--- config.mk ---
export PLATFORM = sky130hd
export DESIGN_NAME = ags_fifo
export DESIGN_NICKNAME = d
export VERILOG_FILES = /design/src/ags_pkg.sv /design/src/ags_fifo.sv
export SDC_FILE = /design/constraint.sdc
export NUM_CORES = 1
export LEC_CHECK = 0
export ABC_AREA = 1
export BUFFER_PORTS_ARGS = -buffer_cell sky130_fd_sc_hd__buf_2
export CORE_UTILIZATION = 40
export DETAILED_ROUTE_END_ITERATION = 10
export GPL_TIMING_DRIVEN = 1
export PLACE_DENSITY_LB_ADDON = 0.05
export RECOVER_POWER = 50
export SKIP_LAST_GASP = 1
export SYNTH_ARGS = -nofsm -noshare
export SYNTH_HDL_FRONTEND = slang
export SYNTH_SLANG_ARGS = --single-unit
--- constraint.sdc ---
create_clock -name clk -period 7 [get_ports clk]
set_input_delay 1.4 -clock clk [delete_from_list [all_inputs] [get_ports clk]]
set_output_delay 1.4 -clock clk [all_outputs]
set_load 0.02 [all_outputs]
--- src/ags_pkg.sv ---
// shared types, register codes and the constant table for the adaptive gain scheduler
`default_nettype none
package ags_pkg;

  localparam int unsigned CfgIdxW  = 2;
  localparam int unsigned CfgDataW = 32;

  localparam logic [CfgIdxW-1:0] CFG_SCALE_AMOUNT    = 2'd0;
  localparam logic [CfgIdxW-1:0] CFG_ERROR_WIDTH     = 2'd1;
  localparam logic [CfgIdxW-1:0] CFG_FALLOFF_POWER   = 2'd2;
  localparam logic [CfgIdxW-1:0] CFG_RAMP_DURATION   = 2'd3;

  localparam int unsigned InDataW  = 152;
  localparam int unsigned OutDataW = 64;

  localparam logic [15:0] POWER_ONE = 16'd4096;
  localparam logic [15:0] POWER_TWO = 16'd8192;
  localparam logic [47:0] POW_CAP   = 48'hFFFF_FFFF_FFFF;
  localparam logic [30:0] ONE_Q30   = 31'h4000_0000;
  localparam logic [24:0] ONE_Q16   = 25'h001_0000;

  typedef struct packed {
    logic [23:0] scale_amount;
    logic [30:0] error_width;
    logic [15:0] falloff_power;
    logic [31:0] ramp_duration_us;
  } cfg_t;

  // one classified joint request handed from front to back
  typedef struct packed {
    logic [32:0] mag;
    logic [31:0] kp_base;
    logic [31:0] kd_base;
    logic        new_cycle;
    logic [19:0] elapsed_us;
  } item_t;

  function automatic logic [63:0] isqrt64(input logic [63:0] v);
    logic [63:0] res;
    logic [63:0] rem;
    logic [63:0] bit_v;
    res = '0;
    rem = v;
    for (int k = 31; k >= 0; k--) begin
      bit_v = 64'd1 << (2 * k);
      if (rem >= res + bit_v) begin
        rem = rem - (res + bit_v);
        res = (res >> 1) + bit_v;
      end else begin
        res = res >> 1;
      end
    end
    return res;
  endfunction

  // q2.30 constants 2^(2^-i), i = 1..16, entry i-1 in the low bits first
  function automatic logic [16*32-1:0] exp_table();
    logic [16*32-1:0] tab;
    logic [63:0]      c;
    tab = '0;
    c = isqrt64(64'd1 << 61);
    tab[31:0] = c[31:0];
    for (int k = 1; k < 16; k++) begin
      c = isqrt64(c << 30);
      tab[k*32 +: 32] = c[31:0];
    end
    return tab;
  endfunction

  localparam logic [16*32-1:0] EXP_TABLE = exp_table();

endpackage
`default_nettype wire

--- src/ags_fifo.sv ---
// two-entry request queue between front and back
`default_nettype none
module ags_fifo
  import ags_pkg::*;
(
  input  wire logic  clk,
  input  wire logic  rst_n,
  input  wire logic  push,
  input  wire item_t push_item,
  output logic       full,
  input  wire logic  pop,
  output logic       not_empty,
  output item_t      pop_item
);

  item_t       mem_r [2];
  logic        wptr_r;
  logic        rptr_r;
  logic [1:0]  count_r;

  assign full      = (count_r == 2'd2);
  assign not_empty = (count_r != 2'd0);
  assign pop_item  = mem_r[rptr_r];

  always_ff @(posedge clk) begin
    if (push) begin
      mem_r[wptr_r] <= push_item;
    end
  end

  always_ff @(posedge clk) begin
    if (!rst_n) begin
      wptr_r  <= 1'b0;
      rptr_r  <= 1'b0;
      count_r <= 2'd0;
    end else begin
      if (push) begin
        wptr_r <= ~wptr_r;
      end
      if (pop) begin
        rptr_r <= ~rptr_r;
      end
      count_r <= count_r + {1'b0, push} - {1'b0, pop};
    end
  end

endmodule
`default_nettype wire

==> results of run 1 <==
worst register-to-register path, cell delays in order, from the launching register on:
cell,delay [ns]
dfxtp_1,0.32
nand2_1,0.09
clkinvlp_2,2.22
buf_4,1.27
layout make-up:
class,instances,area [µm²]
diodes,1,2.50
clock buffers,34,702
clock inverters,13,113
fillers,1826,10200
inverters,7,27.5
multi-input cells,139,1500
flip-flops and latches,241,7190
well taps,275,344
repair buffers,245,1180
worst paths after layout:
path                                     startpoint                      to  depth (start not counted)
worst min register to register  rptr_r$_SDFFE_PN0P_                    flop                          2
worst min-delay path            rptr_r$_SDFFE_PN0P_                    flop                          2
worst max register to register  wptr_r$_SDFFE_PN0P_  mem_r[1][57]$_DFFE_PP_                          3
worst max-delay path                           push  mem_r[1][57]$_DFFE_PP_                          4
cell usage in the layout (no fill, tap or decap), drive strengths merged:
cell / netlist / routed
clkinvlp: 0 / 2
edfxtp: 236 / 236
mux2: 118 / 118
nand2: 9 / 9
a21oi: 1 / 1
clkinv: 0 / 10
dfxtp: 5 / 5
ha: 2 / 2
nor2: 8 / 8
buf: 13 / 201
diode: 0 / 1
bufinv: 0 / 2
nand3: 1 / 1
inv: 7 / 6
clkbuf: 0 / 78
per-layer routing:
metal	up-vias	part of all wire	GRT usage
met5	-	0	0
met4	0	0.024	0.0424
met3	34	0.10	0.0536
met2	159	0.49	0.250
met1	2174	0.38	0.167
li1	2099	-	-
power groups by stage:
stage	Combinational, mW	Sequential (mW)	Clock [mW]
after floorplan	0.221	1.72	0
after global placement	0.329	1.73	0
after detailed placement	0.336	1.73	0
after CTS	0.337	1.70	1.33
after global routing	0.351	1.71	1.38
final	0.326	1.71	1.29
flip-flops by register name, summed over array words and instances (netlist names), named ones only:
register  cells
wptr_r        1
mem_r       236
rptr_r        1
count_r       2
cell families after synthesis:
family                     synth area share
adders and majority gates           0.00284
buffers and inverters                0.0132
DFF                                   0.816
muxes                                 0.159
AOI/OAI and AO/OA                  0.000568
and+or+nand+nor                     0.00781
==> impl_metrics.yaml, run 1 <==
cts:
  htree_levels: 1
  cts_root_buf: "clkbuf_16"
  post_cts_hold_buffer_count: 0
  clkTransAtPathRegs_ns: 0.06
  post_cts_resized: 0
  cts_tree: "yes"
  clock-sinks: 241
  clk_path_buf_depth: 3
  clk_latency_ns: 0.52
  post_cts_buffers: 0
  cts_buffers: 26
sta:
  setup_viol: 0
  finalSetupTns_ns: 0
  clock_skew_ns: 0.0181
  finalHoldViolations: 0
  worst_pin_slew_ns: 2.99
  final_max_slew_viol_count: 119
  rsz0062_at_grt: "false"
  max_freq_mhz: 200
  worst_slack_ns: 1.99
  fin_hold_ws_ns: 0.495
  finalCritPeriodShare: 0.715
  relSlewSlack: -0.994
  fin_crit_ns: 5.01
power_and_ir_drop:
  power_leakage_nw: 4.11
  p_int_mw: 2.59
  swShare: 0.222
  ir_drop_mv: 0.176
  combinationalPowerShare: 0.098
  seqPwrFrac: 0.513
  powerDensity_nw_per_um2: 301
  p_sw_uw: 739
  clkPwrFrac: 0.389
  finalPower_mw: 3.32
floorplanning:
  rows: 53
  die-area_um2: 22600
  die_w_um: 150
  start_util: 0.414
  ioPinCount: 242
  core_area_um2: 21300
  die_h_um: 150
route:
  ant_nets: 0
  num_vias: 4466
  drt_pass1_iterations: 4
  drc: 0
  first_iter_violations: 165
  post_drt_wl_per_cell_um: 17.7
  routed_wl_um: 16900
  routed_via_density: 4.68
synthesis:
  synth.most_common_cell: "edfxtp_1"
  yosys.area.top_type_share: 0.805
  yosys.area.top_type: "edfxtp_1"
  async_flop_share: 0
  yosysSeqAreaShare: 0.816
  syn_nets: 524
  yosys-top-cells-area: "edfxtp_1 (80%), mux2_2 (13%), mux2_4 (3.4%)"
  synth_flop_cell: "edfxtp_1"
  synth-edff-count: 236
  synthDistinctLibCells: 12
  netlist_area_um2: 8810
  synth_cells: 400
  synthTopCellsByCount: "edfxtp_1 (236), mux2_2 (98), mux2_4 (20), buf_2 (9), nand2_1 (9)"
  synth_area_per_cell_um2: 22.0
  yosysWarnings: 0
  ys_ff_latch: 241
worst_hold_path:
  hold_path_class: "reg -> reg"
critical_path:
  critPathTopFamily: "buffers and inverters"
  cp_data_arrival_time_ns: 5.16
  max_stage_delay_ns: 2.21
  crit_required_ns: 7.16
  cp_max_fo: 65
  cp_slowest_cell: "clkinvlp_2"
  cp_num_buf_inv: 3
  end_kind: "flop"
  critPathLaunchType: "input pin"
  critical_path.cell_chain: "clkbuf_1 > nand2_1 > clkinvlp_2 > buf_4"
  reg2reg_slack_ns: 2.72
  crit_type: "in -> reg"
status:
  status: "finished with violations"
  violations: "max-capacitance violations, max-slew violations"
final_layout:
  areaGrowthSynthToFinish_pct: 25.6
  final_util: 0.520
  final_cell_area_um2: 11100
  final_nets: 784
  final_cells: 955
  drive_gt1_frac: 0.526
placement:
  numPortBuffers: 241
  pre_cts_ws_ns: 3.18
  dp_hpwl_um: 11000
  gp_congestion: 0.734
  place_area_um2: 10300
  dp_cells: 907
global_routing:
  grtUsageTotal: 0.145
  antenna_found_initial: 3
  grt_start_max_net_pins: 76
  grt_pass1_wl_um: 24700
  grt_pass1_vias: 4652
  gr-total-overflow: 0
run:
  cap_violations: 2
No activity file was read; power rests on OpenSTA's default activity.
==> run 2: changes to the inputs <==
--- a/config.mk
+++ b/config.mk
@@ -5,7 +5,7 @@
 export SDC_FILE = /design/constraint.sdc
 export NUM_CORES = 1
 export LEC_CHECK = 0
-export ABC_AREA = 1
+export ABC_AREA = 0
 export BUFFER_PORTS_ARGS = -buffer_cell sky130_fd_sc_hd__buf_2
 export CORE_UTILIZATION = 40
 export DETAILED_ROUTE_END_ITERATION = 10
==> constraint.sdc (replaced) <==
create_clock -name clk -period 4.4 [get_ports clk]
set_input_delay 0.88 -clock clk [delete_from_list [all_inputs] [get_ports clk]]
set_output_delay 0.88 -clock clk [all_outputs]
set_load 0.02 [all_outputs]
==> impl_metrics.yaml, run 2 <==
final_layout:
  top_register: "mem_r"
  n_antenna_cell: 0
  largest_register_ffs: 236
  final_cell_mix: "edfxtp_1 (236), buf_2 (189), mux2_2 (98)"
  final_cells: 943
  areaGrowthSynthToFinish_pct: 26.8
  largestRegisters: "mem_r (236), count_r (2)"
  final_cell_area_um2: 11200
  drive_gt1_frac: 0.527
  multi_input_area_um2: 1530
  final_common_cell: "edfxtp_1"
  final_nets: 774
  seqCellArea_um2: 7190
  n_fill_cell: 1789
placement:
  gp_congestion: 0.705
  dp_cells: 897
  numPortBuffers: 241
  pre_cts_ws_ns: 1.74
  dp_hpwl_um: 10900
  place_area_um2: 10400
synthesis:
  ys_ff_latch: 241
  netlist_area_um2: 8810
  synth-edff-count: 236
  yosysWarnings: 0
  synthTopCellsByCount: "edfxtp_1 (236), mux2_2 (98), mux2_4 (20), buf_2 (9), dfxtp_1 (5)"
  synth_flop_cell: "edfxtp_1"
  synthDistinctLibCells: 14
  synth_area_per_cell_um2: 22.7
  syn_nets: 512
  yosysSeqAreaShare: 0.816
  yosys.area.top_type_share: 0.805
  synth.most_common_cell: "edfxtp_1"
  yosys.area.top_type: "edfxtp_1"
  async_flop_share: 0
  yosys-top-cells-area: "edfxtp_1 (80%), mux2_2 (13%), mux2_4 (3.4%)"
  synth_cells: 388
route:
  drt_pass1_iterations: 4
  drc: 0
  post_drt_wl_per_cell_um: 17.7
  routed_via_density: 4.71
  routed_wl_um: 16700
  ant_nets: 0
  first_iter_violations: 176
  num_vias: 4443
floorplanning:
  die_w_um: 150
  ioPinCount: 242
  core_area_um2: 21300
  start_util: 0.414
  die_h_um: 150
  die-area_um2: 22600
  rows: 53
global_routing:
  gr-total-overflow: 0
  grt_start_max_net_pins: 94
  grtUsageTotal: 0.146
  antenna_found_initial: 2
  grt_pass1_vias: 4600
  grt_pass1_wl_um: 24800
sta:
  worst_slack_ns: 1.27
  final_max_slew_viol_count: 94
  finalSetupTns_ns: 0
  finalCritPeriodShare: 0.711
  finalHoldViolations: 0
  relSlewSlack: -0.688
  clock_skew_ns: 0.0107
  fin_hold_ws_ns: 0.552
  fin_crit_ns: 3.13
  setup_viol: 0
  rsz0062_at_grt: "false"
  worst_pin_slew_ns: 2.53
  max_freq_mhz: 320
status:
  violations: "max-capacitance violations, max-slew violations"
  status: "finished with violations"
cts:
  post_cts_hold_buffer_count: 0
  clkTransAtPathRegs_ns: 0.06
  post_cts_resized: 0
  clk_latency_ns: 0.51
  cts_buffers: 26
  cts_root_buf: "clkbuf_16"
  clock-sinks: 241
  cts_tree: "yes"
  clk_path_buf_depth: 3
  htree_levels: 1
  post_cts_buffers: 0
critical_path:
  cp_max_fo: 62
  crit_required_ns: 3.52
  cp_data_arrival_time_ns: 2.25
  crit_type: "reg -> out"
  critPathLaunchType: "flop"
  end_kind: "output pin"
power_and_ir_drop:
  p_int_mw: 4.33
  power_leakage_nw: 4.12
  powerDensity_nw_per_um2: 497
  ir_drop_mv: 0.300
  seqPwrFrac: 0.488
  clkPwrFrac: 0.404
  combinationalPowerShare: 0.108
  p_sw_mw: 1.21
  swShare: 0.218
worst_hold_path:
  hold_path_class: "in -> reg"
run:
  cap_violations: 1
-- run 2: cell types whose count changed in the layout (fill, tap and decap cells not counted), sizes merged, moves of 4 or more --
cell / before / now
clkbuf: 78 / 86
inv: 6 / 2
nor2b: 0 / 4
buf: 201 / 194
nor2: 8 / 0
and2: 0 / 4
nand2: 9 / 0
-- run 2: layout make-up --
class | instances | area share
clock inverter | 13 | 0.0166
tap | 275 | 0.0308
timing repair buffer | 247 | 0.108
multi-input combinational | 132 | 0.137
inverter | 2 | 0.000672
sequential | 241 | 0.644
clock buffer | 33 | 0.0634
-- run 2: routing by layer --
metal  share of wire  routed length, µm  vias to the layer above  track usage
met1            0.39               6510                     2192        0.177
met3           0.092               1530                       21       0.0497
met4           0.015                254                        2       0.0414
li1                -                  -                     2070            -
met5         0.00078                 13                        -            0
met2            0.50               8400                      158        0.246
-- run 2: through the flow --
step	utilization	power (mW)
2_1_floorplan	-	3.14
3_3_place_gp	0.487	3.36
3_5_place_dp	0.487	3.37
4_1_cts	0.529	5.63
5_1_grt	0.525	5.77
6_report	0.525	5.55
-- run 2: final timing paths --
kind | start | to | slack (ns) | depth (start not counted)
max reg2reg | wptr_r$_SDFFE_PN0P_ | mem_r[0][84]$_DFFE_PP_ | 1.61 | 2
min reg2reg | rptr_r$_SDFFE_PN0P_ | flop | 0.58 | 2
max | flop | pop_item[30] | 1.27 | 3
min | push_item[60] | mem_r[1][60]$_DFFE_PP_ | 0.55 | 1
-- run 2: power by group through the flow --
| stage | Combinational [mW] | Sequential [mW] | Clock, mW |
|---|---|---|---|
| final | 0.601 | 2.70 | 2.24 |
| after detailed placement | 0.623 | 2.75 | 0 |
| after floorplan | 0.410 | 2.73 | 0 |
| after global placement | 0.614 | 2.75 | 0 |
| after global routing | 0.646 | 2.72 | 2.41 |
| after CTS | 0.625 | 2.70 | 2.30 |
-- run 2: worst max-delay path: stages (launching register included) --
cell and delay, ns:
dfxtp_4 0.75, buf_12 0.41, mux2_2 0.39, buf_2 0.16
-- run 2: cells by family (layout without fill, tap and decap cells) --
kind of cell             after synthesis  after routing  synth area share
AND/OR/NAND/NOR                        9              9           0.00639
XOR/XNOR                               2              2           0.00355
buffers and inverters                 15            295            0.0111
flip-flops                           241            241             0.816
multiplexers                         118            118             0.159
adder cells (fa/ha/maj)                2              2           0.00284
AO/OA/AOI/OAI                          1              1          0.000853
