**config.mk**
```make
export PLATFORM = sky130hd
export DESIGN_NAME = ags_front
export DESIGN_NICKNAME = d
export VERILOG_FILES = /design/src/ags_pkg.sv /design/src/ags_front.sv
export SDC_FILE = /design/constraint.sdc
export NUM_CORES = 1
export LEC_CHECK = 0
export BUFFER_PORTS_ARGS = -buffer_cell sky130_fd_sc_hd__buf_2
export CAP_MARGIN = 40
export CORE_AREA = 2 2 107 109
export DETAILED_ROUTE_END_ITERATION = 10
export DIE_AREA = 0 0 109 111
export PLACE_DENSITY = 0.79
export SYNTH_ARGS = -nofsm -noshare
export SYNTH_HDL_FRONTEND = slang
export SYNTH_SLANG_ARGS = --single-unit
```
**constraint.sdc**
```tcl
create_clock -name vclk -period 4.2
set_input_delay 0.21 -clock vclk [all_inputs]
set_output_delay 0.21 -clock vclk [all_outputs]
set_load 0.01 [all_outputs]
```
**src/ags_pkg.sv**
```systemverilog
// shared types, register codes and the constant table for the adaptive gain scheduler
`default_nettype none
package ags_pkg;

  localparam int unsigned CfgIdxW  = 2;
  localparam int unsigned CfgDataW = 32;

  localparam logic [CfgIdxW-1:0] CFG_SCALE_AMOUNT    = 2'd0;
  localparam logic [CfgIdxW-1:0] CFG_ERROR_WIDTH     = 2'd1;
  localparam logic [CfgIdxW-1:0] CFG_FALLOFF_POWER   = 2'd2;
  localparam logic [CfgIdxW-1:0] CFG_RAMP_DURATION   = 2'd3;

  localparam int unsigned InDataW  = 152;
  localparam int unsigned OutDataW = 64;

  localparam logic [15:0] POWER_ONE = 16'd4096;
  localparam logic [15:0] POWER_TWO = 16'd8192;
  localparam logic [47:0] POW_CAP   = 48'hFFFF_FFFF_FFFF;
  localparam logic [30:0] ONE_Q30   = 31'h4000_0000;
  localparam logic [24:0] ONE_Q16   = 25'h001_0000;

  typedef struct packed {
    logic [23:0] scale_amount;
    logic [30:0] error_width;
    logic [15:0] falloff_power;
    logic [31:0] ramp_duration_us;
  } cfg_t;

  // one classified joint request handed from front to back
  typedef struct packed {
    logic [32:0] mag;
    logic [31:0] kp_base;
    logic [31:0] kd_base;
    logic        new_cycle;
    logic [19:0] elapsed_us;
  } item_t;

  function automatic logic [63:0] isqrt64(input logic [63:0] v);
    logic [63:0] res;
    logic [63:0] rem;
    logic [63:0] bit_v;
    res = '0;
    rem = v;
    for (int k = 31; k >= 0; k--) begin
      bit_v = 64'd1 << (2 * k);
      if (rem >= res + bit_v) begin
        rem = rem - (res + bit_v);
        res = (res >> 1) + bit_v;
      end else begin
        res = res >> 1;
      end
    end
    return res;
  endfunction

  // q2.30 constants 2^(2^-i), i = 1..16, entry i-1 in the low bits first
  function automatic logic [16*32-1:0] exp_table();
    logic [16*32-1:0] tab;
    logic [63:0]      c;
    tab = '0;
    c = isqrt64(64'd1 << 61);
    tab[31:0] = c[31:0];
    for (int k = 1; k < 16; k++) begin
      c = isqrt64(c << 30);
      tab[k*32 +: 32] = c[31:0];
    end
    return tab;
  endfunction

  localparam logic [16*32-1:0] EXP_TABLE = exp_table();

endpackage
`default_nettype wire

```
**src/ags_front.sv**
```systemverilog
// front end: takes joint requests, forms the error magnitude, queues them
`default_nettype none
module ags_front
  import ags_pkg::*;
(
  input  wire logic               in_tvalid,
  output logic                    in_tready,
  input  wire logic [InDataW-1:0] in_tdata,
  input  wire logic               q_full,
  output logic                    q_push,
  output item_t                   q_item
);

  logic signed [32:0] diff;
  logic        [32:0] mag;

  assign in_tready = ~q_full;
  assign q_push    = in_tvalid & ~q_full;

  always_comb begin
    diff = $signed({in_tdata[31], in_tdata[31:0]}) - $signed({in_tdata[63], in_tdata[63:32]});
    mag  = diff[32] ? 33'(-diff) : 33'(diff);
    q_item.mag        = in_tdata[64] ? mag : 33'd0;
    q_item.kp_base    = in_tdata[96:65];
    q_item.kd_base    = in_tdata[128:97];
    q_item.new_cycle  = in_tdata[129];
    q_item.elapsed_us = in_tdata[149:130];
  end

endmodule
`default_nettype wire

```
==> flow_summary_export.csv, run 1 <==
group,metric,value,unit
worst_setup_path,cpMaxStageDelayCell,"sky130_fd_sc_hd__nor3_1",
detailed_routing,route.antenna.remaining_nets,0,
worst_setup_path,cp.required,3990,ps
clock_tree,cts-hold-fix-buffers,0,
pwr,net_sw_frac,0.587,
detailed_routing,drt-total-wl,10300,um
synthesis,seq_area_frac_synth,0,
sta,finalSetupViolations,0,
worst_setup_path,critPathMaxFanout,5,
layout,nets,772,
pwr,static_leakage,1.82,nW
detailed_routing,drt_pre_antenna_iters,5,
synthesis,syn_inst,585,
global_route,first_global_vias,3720,
detailed_routing,wl_per_cell,14.2,um
floorplan,std_cell_rows,39,
floorplan,initial_core_util,0.353,
synthesis,mappedNetlistNets,773,
place,routabilityCongestion,0.906,
sta,final.period_utilization,0.918,
floorplan,dieHeight,111,um
global_route,gr-total-overflow,0,
place,io_buffer_count,102,
sta,rsz_0062_raised_after_global_routing,"false",
detailed_routing,drtIter0Drc,219,
worst_setup_path,critPathKind,"input pin to output pin",
detailed_routing,detail_route.vias_per_cell,5.46,
layout,drive_gt1_frac,0.225,
pwr,cellInternalPower,0.000308,W
worst_setup_path,crit_path_start_kind,"input pin",
synthesis,synth.cell_area,3920,sq um
global_route,grt_start_max_net_pins,30,
detailed_routing,detail_route.drc_violations,0,
pwr,vdd_ir_drop_max,74.9,uV
layout,antenna-diode-count,0,
synthesis,post_synth.cell_area_avg,6.69,sq um
hold_path,hold_path.startpoint,"in_tdata[140]",
floorplan,core_area,11100,sq um
pwr,clkPwrFrac,0,
status,run_status,"finished, final reports clean",
worst_setup_path,cp_cell_sequence,"buf_2 > inv_1 > ha_1 > fa_1 > nand2b_2 > a21o_1 > a21oi_2 > o211ai_1 > and4_1 > nor3_1 > and4b_4 > and4_1 > a31oi_1 > mux2i_1 > buf_2",
sta,setup-tns-final,0,ps
hold_path,holdCritPathClass,"input pin to output pin",
layout,postLayoutCellArea,3860,sq um
sta,max_slew.worst_pin.slew,596,ps
layout,sequential_cell_area,0,sq um
worst_setup_path,slowest_stage_delay_on_critical_path,450,ps
sta,min_period,3860,ps
detailed_routing,vias,3961,
place,area_after_detailed_placement,3860,sq um
floorplan,die_x,109,um
synthesis,synthesis.yosys.warnings,0,
worst_setup_path,category_of_the_worst_setup_path_capture_point,"output pin",
synthesis,netlist-cell-type-count,75,
hold_path,hold_path_end,"q_item[10]",
layout,final_cells,725,
sta,highest_clock_rate,259,MHz
layout,n_clock_buffer,0,
clock_tree,total_setup_buffers_inserted_after_cts,0,
hold_path,worstHoldPathCells,0,
clock_tree,post_cts_resize_count,0,
pwr,share_comb_of_total_power,1.000,
floorplan,pin_count,274,
sta,whs,420,ps
global_route,groute.usage.overall,0.166,
sta,timing.slew.headroom,0.601,
sta,slew_violations,0,
pwr,power.density_cell_area,193,nW/um^2
worst_setup_path,critical_path_arrival,3650,ps
global_route,grt_antenna_before_repair,0,
place,post_detail_place_hpwl,8660,um
sta,timing.final.hold_violations,0,
pwr,p_sw,0.000438,W
layout,syn2layout_area_growth,-1.31,%
layout,layout_sequential_cell_count,0,
job,drv_cap,0,
global_route,grt_pass1_wl,16900,um
pwr,seq_power_share,0,
place,dp_cells,725,
floorplan,die-area,12100,sq um
-- per-layer routing --
metal  share of wire  global-route usage  vias to the layer above  wire (um)
met5               0                   0                        -          0
met4           0.045              0.0709                        0        466
met3           0.058              0.0265                       49        594
met2            0.46               0.274                      128       4680
met1            0.44               0.209                     1796       4540
li1                -                   -                     1988          -
-- cell usage in the layout, fill, tap and decap left out, types with 4 or more instances in the layout --
| cell | n |
|---|---|
| sky130_fd_sc_hd__buf_2 | 102 |
| sky130_fd_sc_hd__nor2_1 | 58 |
| sky130_fd_sc_hd__a21oi_1 | 48 |
| sky130_fd_sc_hd__inv_1 | 43 |
| sky130_fd_sc_hd__nand2_1 | 35 |
| sky130_fd_sc_hd__ha_1 | 33 |
| sky130_fd_sc_hd__xnor2_1 | 24 |
| sky130_fd_sc_hd__xor2_1 | 22 |
| sky130_fd_sc_hd__o21ai_0 | 21 |
| sky130_fd_sc_hd__nor3_1 | 13 |
| sky130_fd_sc_hd__and2_1 | 11 |
| sky130_fd_sc_hd__a21o_1 | 11 |
| sky130_fd_sc_hd__nand4_1 | 10 |
| sky130_fd_sc_hd__nand2b_1 | 10 |
| sky130_fd_sc_hd__a31oi_1 | 10 |
| sky130_fd_sc_hd__nand3_1 | 9 |
| sky130_fd_sc_hd__nor2b_1 | 7 |
| sky130_fd_sc_hd__o21a_1 | 7 |
| sky130_fd_sc_hd__o211ai_1 | 7 |
| sky130_fd_sc_hd__a211oi_1 | 5 |
| sky130_fd_sc_hd__and4_1 | 5 |
| sky130_fd_sc_hd__or2_2 | 5 |
| sky130_fd_sc_hd__o21ai_1 | 4 |
| sky130_fd_sc_hd__and3_1 | 4 |
| sky130_fd_sc_hd__a41oi_1 | 4 |
-- logic make-up (layout without fill, tap and decap cells) --
kind of cell,count (synthesis),in the layout,share of synthesized area
compound gates,163,163,0.290
fa+ha+maj,34,34,0.111
buf+inv,152,149,0.237
xor+xnor,46,46,0.103
mux,5,5,0.0134
simple gates,185,185,0.246
-- power by group through the flow --
stage	registers, W	clock network [W]	logic (W)
after floorplan	0	0	0.000627
after global placement	0	0	0.000739
after detailed placement	0	0	0.000744
after CTS	0	0	0.000747
after global routing	0	0	0.000831
final	0	0	0.000746
-- worst max-delay path: cells and delay by family --
family | cells | cell delay, ps
compound gates | 4 | 860
fa+ha+maj | 2 | 630
buf+inv | 3 | 250
mux | 1 | 190
simple gates | 5 | 1500
-- metrics by stage --
step	utilization	worst slack (ps)	total power [W]
floorplan	-	1030	0.000627
global placement	0.349	483	0.000739
detailed placement	0.349	395	0.000744
finish	0.349	344	0.000746
global route	0.349	128	0.000831
CTS	0.349	395	0.000747
-- area by class of cell --
cell class,count,area (sq um)
Tap cell,143,179
Timing Repair Buffer,105,533
Fill cell,1243,7210
Multi-Input combinational cell,433,2990
Inverter,44,165
-- cell usage after synthesis (3+ instances only) --
cell type                    n  area (sq um)
sky130_fd_sc_hd__nand2_1    35           131
sky130_fd_sc_hd__nor2_1     58           218
sky130_fd_sc_hd__buf_4      86           646
sky130_fd_sc_hd__ha_1       33           413
sky130_fd_sc_hd__o211ai_1    7          52.6
sky130_fd_sc_hd__buf_2      16          80.1
sky130_fd_sc_hd__nor3_1     13          65.1
sky130_fd_sc_hd__and3_1      4          25.0
sky130_fd_sc_hd__a21oi_1    48           240
sky130_fd_sc_hd__a211oi_1    5          37.5
sky130_fd_sc_hd__a32oi_1     3          26.3
sky130_fd_sc_hd__nand4_1    10          62.6
sky130_fd_sc_hd__o21a_1      7          52.6
sky130_fd_sc_hd__mux2i_1     3          30.0
sky130_fd_sc_hd__clkbuf_1    4          15.0
sky130_fd_sc_hd__xor2_1     22           193
sky130_fd_sc_hd__a21o_1     11          82.6
sky130_fd_sc_hd__nor2b_1     7          43.8
sky130_fd_sc_hd__nor3b_1     3          22.5
sky130_fd_sc_hd__xnor2_1    24           210
sky130_fd_sc_hd__o2111ai_1   3          26.3
sky130_fd_sc_hd__nand3_1     9          45.0
sky130_fd_sc_hd__and2_1     11          68.8
sky130_fd_sc_hd__a211oi_2    3          37.5
sky130_fd_sc_hd__o311ai_1    3          26.3
sky130_fd_sc_hd__and4_1      5          43.8
sky130_fd_sc_hd__inv_1      43           161
sky130_fd_sc_hd__a41oi_1     4          35.0
sky130_fd_sc_hd__o21ai_1     4          20.0
sky130_fd_sc_hd__nand2b_1   10          62.6
sky130_fd_sc_hd__a31oi_1    10          62.6
sky130_fd_sc_hd__o21ai_0    21           105
sky130_fd_sc_hd__or2_2       5          31.3
-- worst max-delay path by stage --
stage                     start           to  slack, ps  depth (start not counted)
finish              in_tdata[0]  q_item[116]        340                         15
global route        in_tdata[0]  q_item[116]        130                         15
CTS                 in_tdata[0]  q_item[116]        390                         15
detailed placement  in_tdata[0]  q_item[116]        400                         15
global placement    in_tdata[0]  q_item[116]        480                         15
floorplan           in_tdata[0]  q_item[117]       1030                         12
Power figures use the tool's default switching activity.
==> run 2, diff against run 1 <==
--- a/config.mk
+++ b/config.mk
@@ -7,10 +7,10 @@
 export LEC_CHECK = 0
 export BUFFER_PORTS_ARGS = -buffer_cell sky130_fd_sc_hd__buf_2
 export CAP_MARGIN = 40
-export CORE_AREA = 2 2 107 109
+export CORE_UTILIZATION = 36
 export DETAILED_ROUTE_END_ITERATION = 10
-export DIE_AREA = 0 0 109 111
-export PLACE_DENSITY = 0.79
+export PLACE_DENSITY = 0.8
+export RECOVER_POWER = 25
 export SYNTH_ARGS = -nofsm -noshare
 export SYNTH_HDL_FRONTEND = slang
 export SYNTH_SLANG_ARGS = --single-unit
==> run 2 against run 1 <==
  * Largest cell class unchanged
  * Sequential share of layout area did not move
  * Critical endpoint unchanged
  * Highest routed layer unchanged
  * Critical path type unchanged
  * Clock-buffer cell count did not move
  * Non-clock buffer count shrank 2
  * Hold slack hardly changed
  * Cell area shrank 0.62%
  * Combinational power hardly changed
  * Cell count fell by 1.2%
  * Global-route usage up 0.93 points
==> flow_summary_export.csv, run 2 (same netlist as run 1, synthesis figures left out) <==
group,metric,value,unit
status,run_status,"finished, final reports clean",
hold_path,hold_path_end,"q_item[1]",
sta,min_period,3800,ps
sta,highest_clock_rate,263,MHz
worst_setup_path,critPathKind,"input pin to output pin",
worst_setup_path,category_of_the_worst_setup_path_capture_point,"output pin",
clock_tree,post_cts_resize_count,0,
detailed_routing,detail_route.drc_violations,0,
pwr,power.density_cell_area,194,nW/um^2
global_route,gr-total-overflow,0,
layout,antenna-diode-count,0,
worst_setup_path,cpMaxStageDelayCell,"sky130_fd_sc_hd__fa_1",
detailed_routing,drt_pre_antenna_iters,5,
sta,slew_violations,0,
sta,whs,420,ps
clock_tree,total_setup_buffers_inserted_after_cts,0,
floorplan,core_area,10400,sq um
detailed_routing,wl_per_cell,14.4,um
detailed_routing,route.antenna.remaining_nets,0,
place,post_detail_place_hpwl,8660,um
hold_path,holdCritPathClass,"input pin to output pin",
worst_setup_path,critical_path_arrival,3590,ps
global_route,grt_pass1_wl,16700,um
global_route,grt_antenna_before_repair,0,
worst_setup_path,crit_path_start_kind,"input pin",
sta,setup-tns-final,0,ps
sta,timing.final.hold_violations,0,
layout,syn2layout_area_growth,-1.92,%
layout,leading_cell_type_in_the_layout_fill_and_taps_excluded,"sky130_fd_sc_hd__buf_2",
worst_setup_path,cpLargestDelayFamily,"simple AND/OR/NAND/NOR gates",
pwr,static_leakage,1.82,nW
sta,rsz_0062_raised_after_global_routing,"false",
hold_path,worstHoldPathCells,0,
layout,filler_cell_count,1177,
layout,nets,770,
worst_setup_path,slowest_stage_delay_on_critical_path,410,ps
layout,layout_sequential_cell_count,0,
global_route,groute.usage.overall,0.175,
floorplan,pin_count,274,
pwr,vdd_ir_drop_max,75.6,uV
detailed_routing,vias,3964,
sta,final.period_utilization,0.905,
clock_tree,cts-hold-fix-buffers,0,
floorplan,die-area,11300,sq um
place,io_buffer_count,102,
global_route,first_global_vias,3643,
floorplan,initial_core_util,0.376,
detailed_routing,drtIter0Drc,260,
floorplan,die_x,106,um
worst_setup_path,cp.required,3990,ps
sta,max_slew.worst_pin.slew,746,ps
layout,mostFrequentLayoutCells,"sky130_fd_sc_hd__buf_2 (102), sky130_fd_sc_hd__nor2_1 (58), sky130_fd_sc_hd__a21oi_1 (48)",
layout,drive_gt1_frac,0.222,
worst_setup_path,critical_path_buf_inv_count,3,
place,routabilityCongestion,0.885,
worst_setup_path,cp_cell_sequence,"buf_2 > inv_1 > ha_1 > fa_1 > nand2b_2 > a21o_1 > a21oi_2 > o211ai_1 > and4_1 > nor3_1 > and4b_4 > and4_1 > a31oi_1 > mux2i_1 > buf_2",
hold_path,hold_path.startpoint,"in_tdata[131]",
sta,timing.slew.headroom,0.499,
layout,sequential_cell_area,0,sq um
layout,n_clock_buffer,0,
floorplan,std_cell_rows,37,
global_route,grt_start_max_net_pins,34,
worst_setup_path,critPathMaxFanout,5,
detailed_routing,drt-total-wl,10300,um
layout,multi_input_combinational_cell_area,2990,sq um
job,drv_cap,0,
floorplan,dieHeight,106,um
sta,finalSetupViolations,0,
detailed_routing,detail_route.vias_per_cell,5.54,
[run 2: cell types whose count changed in the layout (fill, tap and decap cells not counted), sizes merged]
cell,delta
buf,-2
[run 2: area by class of cell]
cell class | count | share of cell area
multi-input combinational | 433 | 0.778
timing repair buffer | 103 | 0.135
tap | 136 | 0.0443
inverter | 44 | 0.0430
[run 2: report_power, final]
| group | internal (W) | switching, W | total (W) |
|---|---|---|---|
| Sequential | 0 | 0 | 0 |
| Combinational | 0.000306 | 0.000440 | 0.000745 |
| Clock | 0 | 0 | 0 |
| Total | 0.000306 | 0.000440 | 0.000745 |
[run 2: layer usage]
metal,up-vias,track usage,wire length [um],part of all wire
li1,1981,-,-,-
met1,1783,0.227,4600,0.45
met2,154,0.299,4640,0.45
met3,46,0.0184,700,0.068
met4,0,0.0595,354,0.034
met5,-,0,0,0
[run 2: worst max path at each step]
stage | to | depth (start not counted) | slack (ps) | startpoint
floorplan | q_item[117] | 12 | 1030 | in_tdata[0]
global placement | q_item[116] | 15 | 490 | in_tdata[0]
detailed placement | q_item[116] | 15 | 400 | in_tdata[0]
CTS | q_item[116] | 15 | 400 | in_tdata[0]
global route | q_item[116] | 15 | 90 | in_tdata[0]
finish | q_item[116] | 15 | 400 | in_tdata[0]
[run 2: stage by stage]
stage          power [W]  instance area [sq um]  std cells  utilization  setup WS [ps]
6_report        0.000745                   3840        716        0.369            400
5_1_grt         0.000824                   3840        716        0.369           93.5
4_1_cts         0.000743                   3840        716        0.369            396
3_5_place_dp    0.000740                   3840        716        0.369            396
3_3_place_gp    0.000728                   3840        716        0.369            492
2_1_floorplan   0.000627                   3920        585            -           1030
